## src/hdl/fqvd_pkg.sv

```systemverilog
`timescale 1ns / 1ps
// ----------------------------------------------------------------------------
// fqvd_pkg
// Types and codes shared by the queue with delete-by-value.
// ----------------------------------------------------------------------------
package fqvd_pkg;

  typedef logic signed [31:0] data_t;
  typedef logic [1:0]         opcode_t;
  typedef logic [1:0]         status_t;
  typedef logic [4:0]         count_t;

  localparam opcode_t OP_PUSH   = 2'd0;
  localparam opcode_t OP_POP    = 2'd1;
  localparam opcode_t OP_DELETE = 2'd2;

  localparam status_t ST_OK        = 2'd0;
  localparam status_t ST_EMPTY     = 2'd1;
  localparam status_t ST_FULL      = 2'd2;
  localparam status_t ST_NOT_FOUND = 2'd3;

  typedef enum logic [1:0] {
    S_IDLE,
    S_SCAN,
    S_SHIFT,
    S_DONE
  } state_t;

endpackage

```

## src/hdl/fqvd_in_if.sv

```systemverilog
`timescale 1ns / 1ps
// ----------------------------------------------------------------------------
// fqvd_in_if
// Request channel: opcode and value, valid/ready handshake.
// ----------------------------------------------------------------------------
interface fqvd_in_if;
  logic               valid;
  logic               ready;
  fqvd_pkg::opcode_t  opcode;
  fqvd_pkg::data_t    value;

  modport source (output valid, output opcode, output value, input ready);
  modport sink   (input valid, input opcode, input value, output ready);
endinterface

```

## src/hdl/fqvd_out_if.sv

```systemverilog
`timescale 1ns / 1ps
// ----------------------------------------------------------------------------
// fqvd_out_if
// Response channel: popped value, status and entry count.
// ----------------------------------------------------------------------------
interface fqvd_out_if;
  logic               valid;
  logic               ready;
  fqvd_pkg::data_t    popped_value;
  fqvd_pkg::status_t  status;
  fqvd_pkg::count_t   entry_count;

  modport source (output valid, output popped_value, output status,
                  output entry_count, input ready);
  modport sink   (input valid, input popped_value, input status,
                  input entry_count, output ready);
endinterface

```

## src/hdl/fqvd_ram.sv

```systemverilog
`timescale 1ns / 1ps
// ----------------------------------------------------------------------------
// fqvd_ram
// Entry store: one write port, one read port with registered read data.
// ----------------------------------------------------------------------------
module fqvd_ram #(
  parameter int DEPTH = 16,
  parameter int AW    = 4
) (
  input  logic             clk,
  input  logic             we,
  input  logic [AW-1:0]    waddr,
  input  fqvd_pkg::data_t  wdata,
  input  logic [AW-1:0]    raddr,
  output fqvd_pkg::data_t  rdata
);
  import fqvd_pkg::*;

  data_t mem [DEPTH];

  always_ff @(posedge clk) begin
    if (we) begin
      mem[waddr] <= wdata;
    end
  end

  always_ff @(posedge clk) begin
    rdata <= mem[raddr];
  end

endmodule

```

## src/hdl/fifo_queue_with_value_delete_unit.sv

```systemverilog
`timescale 1ns / 1ps
// Push, pop on empty and no-op go from the idle state through the done state
// into the response register. Pop and delete scan the store one slot a cycle
// through the single read port, then move the later entries up one slot a cycle.
// One item at a time; the next request beat is taken once the result is registered.
// Reset (rst, synchronous) empties the queue, returns to idle so the request
// channel is ready, and clears the response valid; the entry store is not cleared.
// ----------------------------------------------------------------------------
// fifo_queue_with_value_delete_unit
// Ordered queue with push, pop and delete of the first matching value.
// ----------------------------------------------------------------------------
module fifo_queue_with_value_delete_unit #(
  parameter int DEPTH = 16
) (
  input  logic        clk,
  input  logic        rst,
  fqvd_in_if.sink     req,
  fqvd_out_if.source  rsp
);
  import fqvd_pkg::*;

  localparam int AW = (DEPTH > 1) ? $clog2(DEPTH) : 1;
  localparam int CW = $clog2(DEPTH + 1);

  state_t          state, state_next;
  logic [CW-1:0]   occ, occ_next;
  logic [CW-1:0]   idx, idx_next;
  logic [AW-1:0]   pidx, pidx_next;
  logic [AW-1:0]   wptr, wptr_next;
  logic            pv, pv_next;
  logic            is_pop, is_pop_next;
  data_t           val, val_next;
  data_t           popped, popped_next;
  status_t         st, st_next;

  logic            out_valid, out_valid_next;
  data_t           out_pop, out_pop_next;
  status_t         out_st, out_st_next;
  count_t          out_cnt, out_cnt_next;

  logic            we;
  logic [AW-1:0]   waddr;
  data_t           wdata;
  logic [AW-1:0]   raddr;
  data_t           rdata;
  logic            match;
  logic [CW+4:0]   cnt_ext;

  fqvd_ram #(.DEPTH(DEPTH), .AW(AW)) u_ram (
    .clk   (clk),
    .we    (we),
    .waddr (waddr),
    .wdata (wdata),
    .raddr (raddr),
    .rdata (rdata)
  );

  assign req.ready        = (state == S_IDLE);
  assign rsp.valid        = out_valid;
  assign rsp.popped_value = out_pop;
  assign rsp.status       = out_st;
  assign rsp.entry_count  = out_cnt;

  assign match   = pv && (is_pop || (rdata == val));
  assign cnt_ext = {5'b0, occ};

  always_ff @(posedge clk) begin
    if (rst) begin
      state     <= S_IDLE;
      occ       <= '0;
      pv        <= 1'b0;
      out_valid <= 1'b0;
    end else begin
      state     <= state_next;
      occ       <= occ_next;
      pv        <= pv_next;
      out_valid <= out_valid_next;
    end
  end

  always_ff @(posedge clk) begin
    idx     <= idx_next;
    pidx    <= pidx_next;
    wptr    <= wptr_next;
    is_pop  <= is_pop_next;
    val     <= val_next;
    popped  <= popped_next;
    st      <= st_next;
    out_pop <= out_pop_next;
    out_st  <= out_st_next;
    out_cnt <= out_cnt_next;
  end

  always_comb begin
    state_next     = state;
    occ_next       = occ;
    idx_next       = idx;
    pidx_next      = pidx;
    wptr_next      = wptr;
    pv_next        = pv;
    is_pop_next    = is_pop;
    val_next       = val;
    popped_next    = popped;
    st_next        = st;
    out_valid_next = out_valid && !rsp.ready;
    out_pop_next   = out_pop;
    out_st_next    = out_st;
    out_cnt_next   = out_cnt;
    we             = 1'b0;
    waddr          = wptr;
    wdata          = rdata;
    raddr          = idx[AW-1:0];

    unique case (state)
      S_IDLE: begin
        if (req.valid) begin
          val_next    = req.value;
          popped_next = '0;
          st_next     = ST_OK;
          pv_next     = 1'b0;
          idx_next    = '0;
          is_pop_next = (req.opcode == OP_POP);
          if (req.opcode == OP_PUSH) begin
            if (occ >= CW'(DEPTH)) begin
              st_next = ST_FULL;
            end else begin
              we       = 1'b1;
              waddr    = occ[AW-1:0];
              wdata    = req.value;
              occ_next = occ + CW'(1);
            end
            state_next = S_DONE;
          end else if (req.opcode == OP_POP) begin
            if (occ == '0) begin
              st_next    = ST_EMPTY;
              state_next = S_DONE;
            end else begin
              state_next = S_SCAN;
            end
          end else if (req.opcode == OP_DELETE) begin
            state_next = S_SCAN;
          end else begin
            state_next = S_DONE;
          end
        end
      end
      S_SCAN: begin
        if (match) begin
          if (is_pop) begin
            popped_next = rdata;
          end
          wptr_next  = pidx;
          idx_next   = CW'(pidx) + CW'(1);
          pv_next    = 1'b0;
          state_next = S_SHIFT;
        end else if (idx < occ) begin
          pv_next   = 1'b1;
          pidx_next = idx[AW-1:0];
          idx_next  = idx + CW'(1);
        end else begin
          st_next    = ST_NOT_FOUND;
          pv_next    = 1'b0;
          state_next = S_DONE;
        end
      end
      S_SHIFT: begin
        if (pv) begin
          we        = 1'b1;
          wptr_next = wptr + AW'(1);
        end
        if (idx < occ) begin
          pv_next  = 1'b1;
          idx_next = idx + CW'(1);
        end else begin
          pv_next = 1'b0;
          if (!pv) begin
            occ_next   = occ - CW'(1);
            state_next = S_DONE;
          end
        end
      end
      S_DONE: begin
        if (!out_valid || rsp.ready) begin
          out_valid_next = 1'b1;
          out_pop_next   = popped;
          out_st_next    = st;
          out_cnt_next   = cnt_ext[4:0];
          state_next     = S_IDLE;
        end
      end
      default: begin
        state_next = S_IDLE;
      end
    endcase
  end

`ifndef SYNTHESIS
  a_occ_bound: assert property (@(posedge clk) disable iff (rst)
    occ <= CW'(DEPTH))
    else $error("occupancy above depth");

  a_busy_after_accept: assert property (@(posedge clk) disable iff (rst)
    (req.valid && req.ready) |=> !req.ready)
    else $error("request taken while an item is in progress");

  a_push_grows: assert property (@(posedge clk) disable iff (rst)
    (req.valid && req.ready && req.opcode == OP_PUSH && occ < CW'(DEPTH))
    |=> (occ == $past(occ) + CW'(1)))
    else $error("push did not add an entry");

  a_shift_nonempty: assert property (@(posedge clk) disable iff (rst)
    (state == S_SHIFT) |-> (occ != '0))
    else $error("compaction with an empty queue");
`endif

endmodule

```

## src/flat_wrapper.sv

```systemverilog
// flat-port wrapper written by rule: the top's interface ports become plain ports
module fifo_queue_with_value_delete_unit_flat import fqvd_pkg::*;
#(
  parameter int DEPTH = 16
)
  (clk, rst, req_valid, req_opcode, req_value, req_ready, rsp_valid, rsp_popped_value, rsp_status, rsp_entry_count, rsp_ready);
  fqvd_in_if req_i ();
  fqvd_out_if rsp_i ();
  input  logic clk;
  input  logic rst;
  input wire logic [$bits(req_i.valid)-1:0] req_valid;
  input wire logic [$bits(req_i.opcode)-1:0] req_opcode;
  input wire logic [$bits(req_i.value)-1:0] req_value;
  output wire logic [$bits(req_i.ready)-1:0] req_ready;
  output wire logic [$bits(rsp_i.valid)-1:0] rsp_valid;
  output wire logic [$bits(rsp_i.popped_value)-1:0] rsp_popped_value;
  output wire logic [$bits(rsp_i.status)-1:0] rsp_status;
  output wire logic [$bits(rsp_i.entry_count)-1:0] rsp_entry_count;
  input wire logic [$bits(rsp_i.ready)-1:0] rsp_ready;
  assign req_i.valid = req_valid;
  assign req_i.opcode = req_opcode;
  assign req_i.value = req_value;
  assign req_ready = req_i.ready;
  assign rsp_valid = rsp_i.valid;
  assign rsp_popped_value = rsp_i.popped_value;
  assign rsp_status = rsp_i.status;
  assign rsp_entry_count = rsp_i.entry_count;
  assign rsp_i.ready = rsp_ready;
  fifo_queue_with_value_delete_unit #(.DEPTH(DEPTH)) u_core (.clk(clk), .rst(rst), .req(req_i), .rsp(rsp_i));
endmodule
```

## config.mk

```make
export PLATFORM = sky130hd
export DESIGN_NAME = fifo_queue_with_value_delete_unit_flat
export DESIGN_NICKNAME = d
export VERILOG_FILES = /design/src/hdl/fqvd_pkg.sv /design/src/hdl/fqvd_in_if.sv /design/src/hdl/fqvd_out_if.sv /design/src/hdl/fqvd_ram.sv /design/src/hdl/fifo_queue_with_value_delete_unit.sv /design/src/flat_wrapper.sv
export SDC_FILE = /design/constraint.sdc
export NUM_CORES = 1
export LEC_CHECK = 0
export BUFFER_PORTS_ARGS = -buffer_cell sky130_fd_sc_hd__buf_2
export CORE_UTILIZATION = 42
export CTS_BUF_LIST = sky130_fd_sc_hd__clkbuf_4
export CTS_CLUSTER_SIZE = 14
export DETAILED_ROUTE_END_ITERATION = 12
export MAX_ROUTING_LAYER = met4
export SYNTH_ARGS = -nofsm -noshare
export SYNTH_HDL_FRONTEND = slang
export SYNTH_SLANG_ARGS = --single-unit
```

## constraint.sdc

```tcl
create_clock -name clk -period 7 [get_ports clk]
set_clock_uncertainty 0.1 [all_clocks]
set_input_delay 0.7 -clock clk [delete_from_list [all_inputs] [get_ports clk]]
set_output_delay 0.7 -clock clk [all_outputs]
set_load 0.02 [all_outputs]
```

==> flow_metrics.py, run 1 <==
metrics = {
    "place": {
        "io_buffer_count": 78,
        "placed_cells": 1993,
        "place_hpwl_um": 30400,
        "place.gp.congestion": 0.787,
    },
    "clock_tree": {
        "ctsHoldBuffers": 37,
        "cts.sinks": 672,
        "cts_buffers": 168,
        "insertion_delay_ps": 980,
        "cts_tree": "yes",
        "cts.path.max_buffers": 3,
        "cts_root_buffer": "clkbuf_4",
        "post_cts_buffers": 0,
        "clk_pin_slew_ps": 70,
        "post_cts_resized": 0,
        "htree_levels": 4,
    },
    "die": {
        "rows": 90,
        "ios": 79,
        "dieArea_um2": 61900,
        "core_um2": 60200,
        "die_height_um": 249,
        "die_w_um": 249,
        "start_util_pct": 42.5,
    },
    "worst_setup_path": {
        "critPathKind": "reg -> reg",
        "cp_max_fo": 46,
        "required_ps": 7520,
        "cp_data_arrival_time_ps": 4460,
        "endpoint_kind": "flip-flop",
        "start_kind": "flip-flop",
    },
    "grt": {
        "grt_pass1_vias": 13065,
        "antenna_found_initial": 1,
        "grt_max_degree": 101,
        "grt_first_pass_wirelength_um": 83300,
        "grt-ovfl-total": 0,
        "track_usage_pct": 19.1,
    },
    "drt": {
        "wl_per_cell_um": 23.7,
        "via_per_inst": 5.28,
        "final_antenna_net_count": 0,
        "dr_total_vias": 12331,
        "wl_um": 55400,
        "drc": 0,
        "dr.first_iter.drc_count": 886,
        "dr.pass1.iters": 5,
    },
    "yosys": {
        "synth_top_area_cell": "edfxtp_1",
        "ys_types": 49,
        "syn_inst": 1153,
        "syn_area_um2": 25600,
        "yosys-top-cells-count": "edfxtp_1, mux4_2, dfxtp_1",
        "async_flop_share_pct": 0,
        "synth_top_area_share_pct": 74.1,
        "synth_top_flop_cell": "edfxtp_1",
        "avgSynthCellArea_um2": 22.2,
        "synth_area_leaders": "edfxtp_1, mux4_2, dfxtp_1",
        "ys_ff_latch": 672,
        "yosysSeqAreaShare_pct": 77.3,
        "synth_edf_count": 631,
        "synth_warnings": 0,
        "yosysMostFrequentCell": "edfxtp_1",
        "synth_nets": 1206,
    },
    "run": {
        "max_cap_viol_count": 0,
    },
    "sta": {
        "final-setup-viol-count": 0,
        "relSlewSlack_pct": 21.3,
        "fmax_mhz": 253,
        "worst_slew_pin_slew_ps": 1180,
        "fin_hold_ws_ps": 308,
        "hold_viol": 0,
        "setup_tns_ps": 0,
        "rsz0062_at_grt": "false",
        "fin_crit_ps": 3950,
        "period_share_pct": 56.4,
        "timing.final.max_slew_violations": 0,
    },
    "power_and_ir_drop": {
        "p_per_area_nw_per_um2": 411,
        "total_power_mw": 12.2,
        "vdd_drop_max_uv": 329,
        "leakagePower_nw": 9.73,
    },
    "hold_path": {
        "hold_path.class": "reg -> reg",
    },
    "cells_and_area": {
        "stdcell_count": 2336,
        "regArea_um2": 19800,
        "nNetsFinal": 1471,
        "multi_input_area_um2": 5700,
        "syn_to_final_growth_pct": 16.4,
        "fill_cells": 4953,
        "drive_gt1_share_pct": 39.0,
        "final_util_pct": 49.4,
    },
    "run_status": {
        "status": "complete, no violations",
    },
}
flip-flops by register name (all words and copies together) (netlist names), 5 cells and up:
signal / flops
u_core.popped: 32
u_core.u_ram.rdata: 32
u_core.rsp.popped_value: 32
u_core.occ: 5
u_core.u_ram.mem: 512
u_core.idx: 5
u_core.val: 32
u_core.rsp.entry_count: 5
layout by cell type (no fill, tap or decap), types with 3 or more instances in the layout:
cell,instances
o2bb2ai_1,5
mux2_2,30
or3_1,5
clkinv_2,3
nor3_1,3
dfxtp_1,41
o21ai_0,5
a31oi_1,5
ha_1,13
mux4_2,160
nand3_1,3
a21o_1,4
and2_1,33
dlygate4sd3_1,37
inv_1,15
a21oi_1,20
nand4_1,10
inv_2,5
edfxtp_1,631
xnor2_1,36
nor2_4,16
buf_2,78
buf_4,26
nand2_1,8
bufinv_16,4
clkbuf_4,274
nand2b_1,5
clkinv_1,20
mux2_1,3
xor2_1,7
nor2_1,14
final cells by class:
class / instances / area share (%)
clock inverters: 31 / 0.757
flip-flops and latches: 672 / 66.4
inverters: 16 / 0.202
clock buffers: 274 / 6.91
diodes: 1 / 0.00841
well taps: 782 / 3.29
multi-input cells: 418 / 19.1
repair buffers: 142 / 3.28
through the flow:
| stage | area (µm²) | setup slack [ps] |
|---|---|---|
| finish | 29800 | 3050 |
| global route | 29800 | 2800 |
| CTS | 29800 | 3000 |
| detailed placement | 27100 | 2980 |
| global placement | 27100 | 3050 |
| floorplan | 25600 | 3110 |
layer usage:
layer / part of all wire [%] / track usage, %
met1: 45 / 26.0
met2: 47 / 27.6
met3: 5.9 / 5.21
met4: 2.0 / 6.89
met5: 0 / -
final timing paths:
check | startpoint | end | slack, ps | cells after the start
worst min register to register | u_core.popped[5] | u_core.rsp.popped_value[5] | 310 | 0
worst max-delay path | u_core.state[0] | u_core.u_ram.mem[9][6] | 3050 | 9
worst max register to register | u_core.state[0] | u_core.u_ram.mem[9][6] | 3050 | 9
worst min-delay path | u_core.popped[5] | u_core.rsp.popped_value[5] | 310 | 0
logic make-up after synthesis:
kind of cell / synth area share [%]
muxes: 15.6
AOI/OAI and AO/OA: 1.51
DFF: 77.3
xor gates and xnor gates: 1.47
adders and majority gates: 0.763
and+or+nand+nor: 2.35
buffers and inverters: 0.998
worst max-delay path: stages, from the launching register on:
cell	delay (ps)
dfxtp_1	340
inv_1	110
ha_1	240
nand2_1	160
nor4_4	150
buf_4	710
mux2i_1	390
nand2b_1	320
nor2_4	610
buf_4	420
report_power, final:
group | leakage [nW] | switching [mW] | internal (mW)
sequential | 6.07 | 0.206 | 5.36
clock | 1.38 | 1.51 | 1.91
combinational | 2.28 | 1.92 | 1.33
No activity file was read; power rests on OpenSTA's default activity.
==> run 2: changes to the inputs <==
==> constraint.sdc (replaced) <==
create_clock -name clk -period 3.81 [get_ports clk]
set_clock_uncertainty 0.1 [all_clocks]
set_input_delay 0.381 -clock clk [delete_from_list [all_inputs] [get_ports clk]]
set_output_delay 0.381 -clock clk [all_outputs]
set_load 0.02 [all_outputs]
==> run 2 against run 1 <==
Against the previous run:
- clock-buffer cell count decreased by 7
- routed wire length increased by 3.4%
- core utilization increased by 1.2 points
- maximum frequency increased by 19%
- die area unchanged
- via count increased by 3.0%
- first-iteration DRC count increased by 31%
- sequential power increased by 85%
- non-clock buffer count increased by 49
- sequential share of layout area decreased by 1.6 points
- total power increased by 85%
- clock power increased by 87%
- critical path type unchanged
- largest power group unchanged
==> flow_metrics.py, run 2 (same netlist as run 1, synthesis figures left out) <==
metrics = {
    "run_status": {
        "status": "complete, no violations",
    },
    "clock_tree": {
        "cts_tree": "yes",
        "htree_levels": 4,
        "insertion_delay_ps": 960,
        "post_cts_resized": 0,
        "cts_root_buffer": "clkbuf_4",
        "cts.sinks": 672,
        "clk_pin_slew_ps": 70,
        "cts_buffers": 172,
        "cts.path.max_buffers": 3,
    },
    "power_and_ir_drop": {
        "internal-power_mw": 15.9,
        "leakagePower_nw": 10.0,
        "comb_power_share_pct": 26.4,
        "p_seq_share_pct": 45.4,
        "switching_share_pct": 29.8,
        "clkPwrFrac_pct": 28.2,
        "p_switching_mw": 6.75,
        "vdd_drop_max_uv": 480,
        "total_power_mw": 22.7,
        "p_per_area_nw_per_um2": 743,
    },
    "die": {
        "rows": 90,
        "die_height_um": 249,
        "die_w_um": 249,
        "start_util_pct": 42.5,
        "dieArea_um2": 61900,
        "core_um2": 60200,
        "ios": 79,
    },
    "cells_and_area": {
        "nNetsFinal": 1524,
        "largest_reg_flops": 512,
        "largest_register": "u_core.u_ram.mem",
        "layout_commonest_cell": "edfxtp_1",
        "drive_gt1_share_pct": 38.8,
        "final_util_pct": 50.6,
        "syn_to_final_growth_pct": 19.2,
        "stdcell_count": 2386,
        "final_cell_mix": "edfxtp_1, clkbuf_4, mux4_2",
    },
    "place": {
        "place_hpwl_um": 31900,
        "place.gp.congestion": 0.822,
        "io_buffer_count": 78,
        "placed_cells": 2009,
        "place_ws_ps": 480,
    },
    "sta": {
        "final-setup-viol-count": 0,
        "setup_tns_ps": 0,
        "fmax_mhz": 302,
        "timing.final.max_slew_violations": 0,
        "worst_slew_pin_slew_ps": 1070,
        "fin_crit_ps": 3310,
        "period_share_pct": 86.8,
        "timing.final.ws_setup_ps": 504,
        "rsz0062_at_grt": "false",
        "relSlewSlack_pct": 28.6,
        "hold_viol": 0,
    },
    "grt": {
        "grt-ovfl-total": 0,
        "grt_first_pass_wirelength_um": 85200,
        "grt_pass1_vias": 13442,
        "antenna_found_initial": 1,
        "track_usage_pct": 19.6,
        "grt_max_degree": 59,
    },
    "worst_setup_path": {
        "start_kind": "flip-flop",
        "endpoint_kind": "flip-flop",
        "cp_slowest_cell": "a2111oi_0",
        "crit_chain": "xnor2_1 > nand4_1 > nor4_1 > a21oi_1 > a2111oi_0 > buf_4",
        "cp_max_fo": 4,
        "cp_top_family": "simple AND/OR/NAND/NOR gates",
        "cp_data_arrival_time_ps": 3860,
        "path_buf_inv": 1,
        "reg2reg_slack_ps": 500,
        "crit_path_max_incr_delay_ps": 650,
        "required_ps": 4360,
        "critPathKind": "reg -> reg",
    },
    "drt": {
        "dr.first_iter.drc_count": 1161,
        "wl_per_cell_um": 24.0,
        "wl_um": 57300,
        "dr_total_vias": 12703,
        "final_antenna_net_count": 0,
        "via_per_inst": 5.32,
        "drc": 0,
        "dr.pass1.iters": 5,
    },
    "run": {
        "max_cap_viol_count": 0,
    },
    "hold_path": {
        "hold_path.class": "in -> reg",
    },
}
run 2: cell types whose count changed in the layout (fill, tap and decap cells not counted), sizes merged:
cell and delta:
inv -1, buf +16, dlygate4sd3 +33, clkbuf -7, bufinv +1, clkinv +5, clkinvlp +3
run 2: final cells by class:
cell class / count / area (µm²)
well taps: 782 / 978
clock inverters: 39 / 314
flip-flops and latches: 672 / 19800
diodes: 1 / 2.50
repair buffers: 191 / 1660
clock buffers: 267 / 2000
multi-input cells: 418 / 5700
fillers: 4814 / 29800
inverters: 16 / 60.1
run 2: path summary, 6_finish.rpt:
path / startpoint / endpoint / cells past startpoint
setup / recovery: u_core.val[26] / u_core.wptr[2] / 6
hold / removal: req_value[23] / u_core.val[23] / 2
setup reg to reg: u_core.val[26] / u_core.wptr[2] / 6
hold reg to reg: u_core.popped[12] / u_core.rsp.popped_value[12] / 0
run 2: power groups by stage:
stage / clock network (mW) / logic, mW / registers [mW]
2_1_floorplan: 0 / 4.07 / 10.3
3_5_place_dp: 0 / 6.00 / 10.4
3_3_place_gp: 0 / 5.90 / 10.4
4_1_cts: 6.58 / 6.09 / 10.3
5_1_grt: 6.96 / 6.43 / 10.4
6_report: 6.38 / 5.98 / 10.3
run 2: metal layers:
metal | vias up | global-route usage (%) | part of all wire, %
li1 | 5545 | - | -
met1 | 6668 | 26.3 | 45
met2 | 405 | 29.1 | 47
met3 | 85 | 5.06 | 5.6
met4 | 0 | 7.17 | 2.2
met5 | - | - | 0
run 2: timing repair:
action / in CTS / in global routing
setup buffers: 0 / 0
hold buffers: 70 / 0
hold endpoints to repair: 563 / 0
run 2: stage by stage:
stage	hold slack [ps]	cell area (µm²)
finish	128	30500
global route	34.9	30500
CTS	1.36	30500
detailed placement	305	27500
global placement	303	27500
floorplan	300	25600
==> run 3: changes to the inputs <==
--- a/config.mk
+++ b/config.mk
@@ -5,11 +5,11 @@
 export SDC_FILE = /design/constraint.sdc
 export NUM_CORES = 1
 export LEC_CHECK = 0
-export BUFFER_PORTS_ARGS = -buffer_cell sky130_fd_sc_hd__buf_2
 export CORE_UTILIZATION = 42
 export CTS_BUF_LIST = sky130_fd_sc_hd__clkbuf_4
 export CTS_CLUSTER_SIZE = 14
 export DETAILED_ROUTE_END_ITERATION = 12
+export DONT_BUFFER_PORTS = 1
 export MAX_ROUTING_LAYER = met4
 export SYNTH_ARGS = -nofsm -noshare
 export SYNTH_HDL_FRONTEND = slang
==> run 3 against run 2 <==
Against the previous run:
- cell area fell by 1.5%
- routed wire length rose by 2.6%
- cell count shrank 2.8%
- via count decreased by 1.4%
- non-clock buffer count is 71 lower
- flip-flop and latch count is the same
- clock power fell by 0.6%
- die area stayed put
==> flow_metrics.py, run 3 (same netlist as run 1, synthesis figures left out) <==
metrics = {
    "hold_path": {
        "hold_depth": 2,
        "worstHoldStart": "rst",
        "hold_path.class": "in -> reg",
        "min_to": "u_core.rsp.valid",
    },
    "run": {
        "max_cap_viol_count": 0,
    },
    "place": {
        "place_hpwl_um": 34200,
        "place.gp.congestion": 0.825,
        "io_buffer_count": 0,
        "place_ws_ps": 502,
    },
    "clock_tree": {
        "insertion_delay_ps": 1010,
        "cts.sinks": 672,
        "cts_root_buffer": "clkbuf_4",
        "cts_buffers": 172,
        "cts.path.max_buffers": 3,
        "post_cts_resized": 0,
        "cts_tree": "yes",
        "post_cts_buffers": 0,
        "clk_pin_slew_ps": 70,
        "htree_levels": 4,
    },
    "cells_and_area": {
        "largest_register": "u_core.u_ram.mem",
        "syn_to_final_growth_pct": 17.4,
        "multi_input_area_um2": 5700,
        "layout_commonest_cell": "edfxtp_1",
        "fill_cells": 4838,
        "regArea_um2": 19800,
        "largest_reg_flops": 512,
        "final_cell_mix": "edfxtp_1, clkbuf_4, mux4_2",
        "drive_gt1_share_pct": 35.0,
        "nNetsFinal": 1453,
    },
    "sta": {
        "period_share_pct": 89.8,
        "worst_slew_pin_slew_ps": 1030,
        "rsz0062_at_grt": "false",
        "final-setup-viol-count": 0,
        "setup_tns_ps": 0,
        "timing.final.ws_setup_ps": 388,
        "fin_crit_ps": 3420,
        "relSlewSlack_pct": 31.5,
        "hold_viol": 0,
        "fmax_mhz": 292,
        "timing.final.max_slew_violations": 0,
    },
    "power_and_ir_drop": {
        "p_switching_mw": 7.03,
        "vdd_drop_max_uv": 397,
        "clkPwrFrac_pct": 27.7,
        "comb_power_share_pct": 27.0,
        "p_seq_share_pct": 45.3,
        "p_per_area_nw_per_um2": 761,
        "leakagePower_nw": 9.69,
        "switching_share_pct": 30.7,
        "internal-power_mw": 15.8,
    },
    "drt": {
        "dr.first_iter.drc_count": 1221,
        "final_antenna_net_count": 0,
        "dr.pass1.iters": 5,
        "wl_um": 58800,
        "wl_per_cell_um": 25.3,
        "dr_total_vias": 12528,
        "drc": 0,
        "via_per_inst": 5.40,
    },
    "die": {
        "core_um2": 60200,
        "start_util_pct": 42.5,
        "dieArea_um2": 61900,
        "die_height_um": 249,
        "die_w_um": 249,
        "rows": 90,
        "ios": 79,
    },
    "worst_setup_path": {
        "cp_max_fo": 23,
        "endpoint_kind": "flip-flop",
        "cp_data_arrival_time_ps": 3970,
        "reg2reg_from": "u_core.state[0]",
        "required_ps": 4360,
        "reg2reg_slack_ps": 390,
        "critPathKind": "reg -> reg",
        "start_kind": "flip-flop",
        "reg2reg_to": "u_core.u_ram.mem[1][20]",
        "r2r_cells": 9,
    },
    "grt": {
        "grt-ovfl-total": 0,
        "grt_max_degree": 133,
        "grt_pass1_vias": 13108,
        "grt_first_pass_wirelength_um": 87500,
        "antenna_found_initial": 3,
        "track_usage_pct": 20.3,
    },
    "run_status": {
        "status": "complete, no violations",
    },
}
## run 3: cell count changes in the layout (fill, tap and decap cells not counted), sizes merged
cell / change
clkinv: +11
dlygate4sd3: +4
clkbuf: -7
inv: -1
buf: -75
diode: +1
## run 3: through the flow
stage	hold slack [ps]	instance area (µm²)	power (mW)	util, %	std cells
2_1_floorplan	300	25600	14.4	-	1153
3_3_place_gp	301	27000	16.5	44.8	1934
3_5_place_dp	305	27000	16.6	44.8	1934
4_1_cts	7.75	30000	23.2	49.9	2317
5_1_grt	67.5	30000	24.0	49.9	2319
6_report	149	30000	22.9	49.9	2319
## run 3: worst max-delay path by stage
| stage | startpoint | end | slack (ps) | cells after the start |
|---|---|---|---|---|
| 6_report | u_core.state[0] | u_core.u_ram.mem[1][20] | 390 | 9 |
| 5_1_grt | u_core.state[1] | u_core.u_ram.mem[2][14] | 240 | 9 |
| 4_1_cts | u_core.state[0] | u_core.u_ram.mem[1][14] | 390 | 9 |
| 3_5_place_dp | u_core.state[0] | u_core.u_ram.mem[1][16] | 500 | 9 |
| 3_3_place_gp | u_core.state[0] | u_core.u_ram.mem[1][15] | 600 | 9 |
| 2_1_floorplan | u_core.state[0] | u_core.u_ram.mem[0][0] | 90 | 7 |
## run 3: final cells by class
| class | instances | area share [%] |
|---|---|---|
| Antenna cell | 2 | 0.0167 |
| Clock buffer | 260 | 6.50 |
| Clock inverter | 49 | 1.18 |
| Inverter | 16 | 0.200 |
| Multi-Input combinational cell | 418 | 19.0 |
| Sequential cell | 672 | 65.8 |
| Tap cell | 782 | 3.26 |
| Timing Repair Buffer | 120 | 4.07 |
## run 3: what timing repair did
action                     CTS  global route
hold buffers                74             0
hold endpoints to repair   566             0
setup endpoints to repair    0             0
## run 3: per-layer routing
layer  vias up  wire length [µm]  GRT usage, %
met3        79              4570          6.41
met4         0               945          6.23
met2       493             26900          28.8
met5         -                 0             -
met1      6546             26300          28.0
li1       5410                 -             -
## run 3: critical path, cell delays in order (launching register included)
cell and delay [ps]:
dfxtp_1 350, inv_1 110, ha_1 380, nand2_1 220
nor4_4 440, buf_12 270, nor3b_1 70, a31oi_1 720
nor2_4 70, buf_4 310
## run 3: power groups by stage
| stage | clock, mW | sequential, mW | combinational (mW) |
|---|---|---|---|
| after floorplan | 0 | 10.3 | 4.07 |
| after global placement | 0 | 10.5 | 6.05 |
| after detailed placement | 0 | 10.5 | 6.13 |
| after CTS | 6.55 | 10.4 | 6.25 |
| after global routing | 6.93 | 10.4 | 6.62 |
| final | 6.34 | 10.3 | 6.17 |
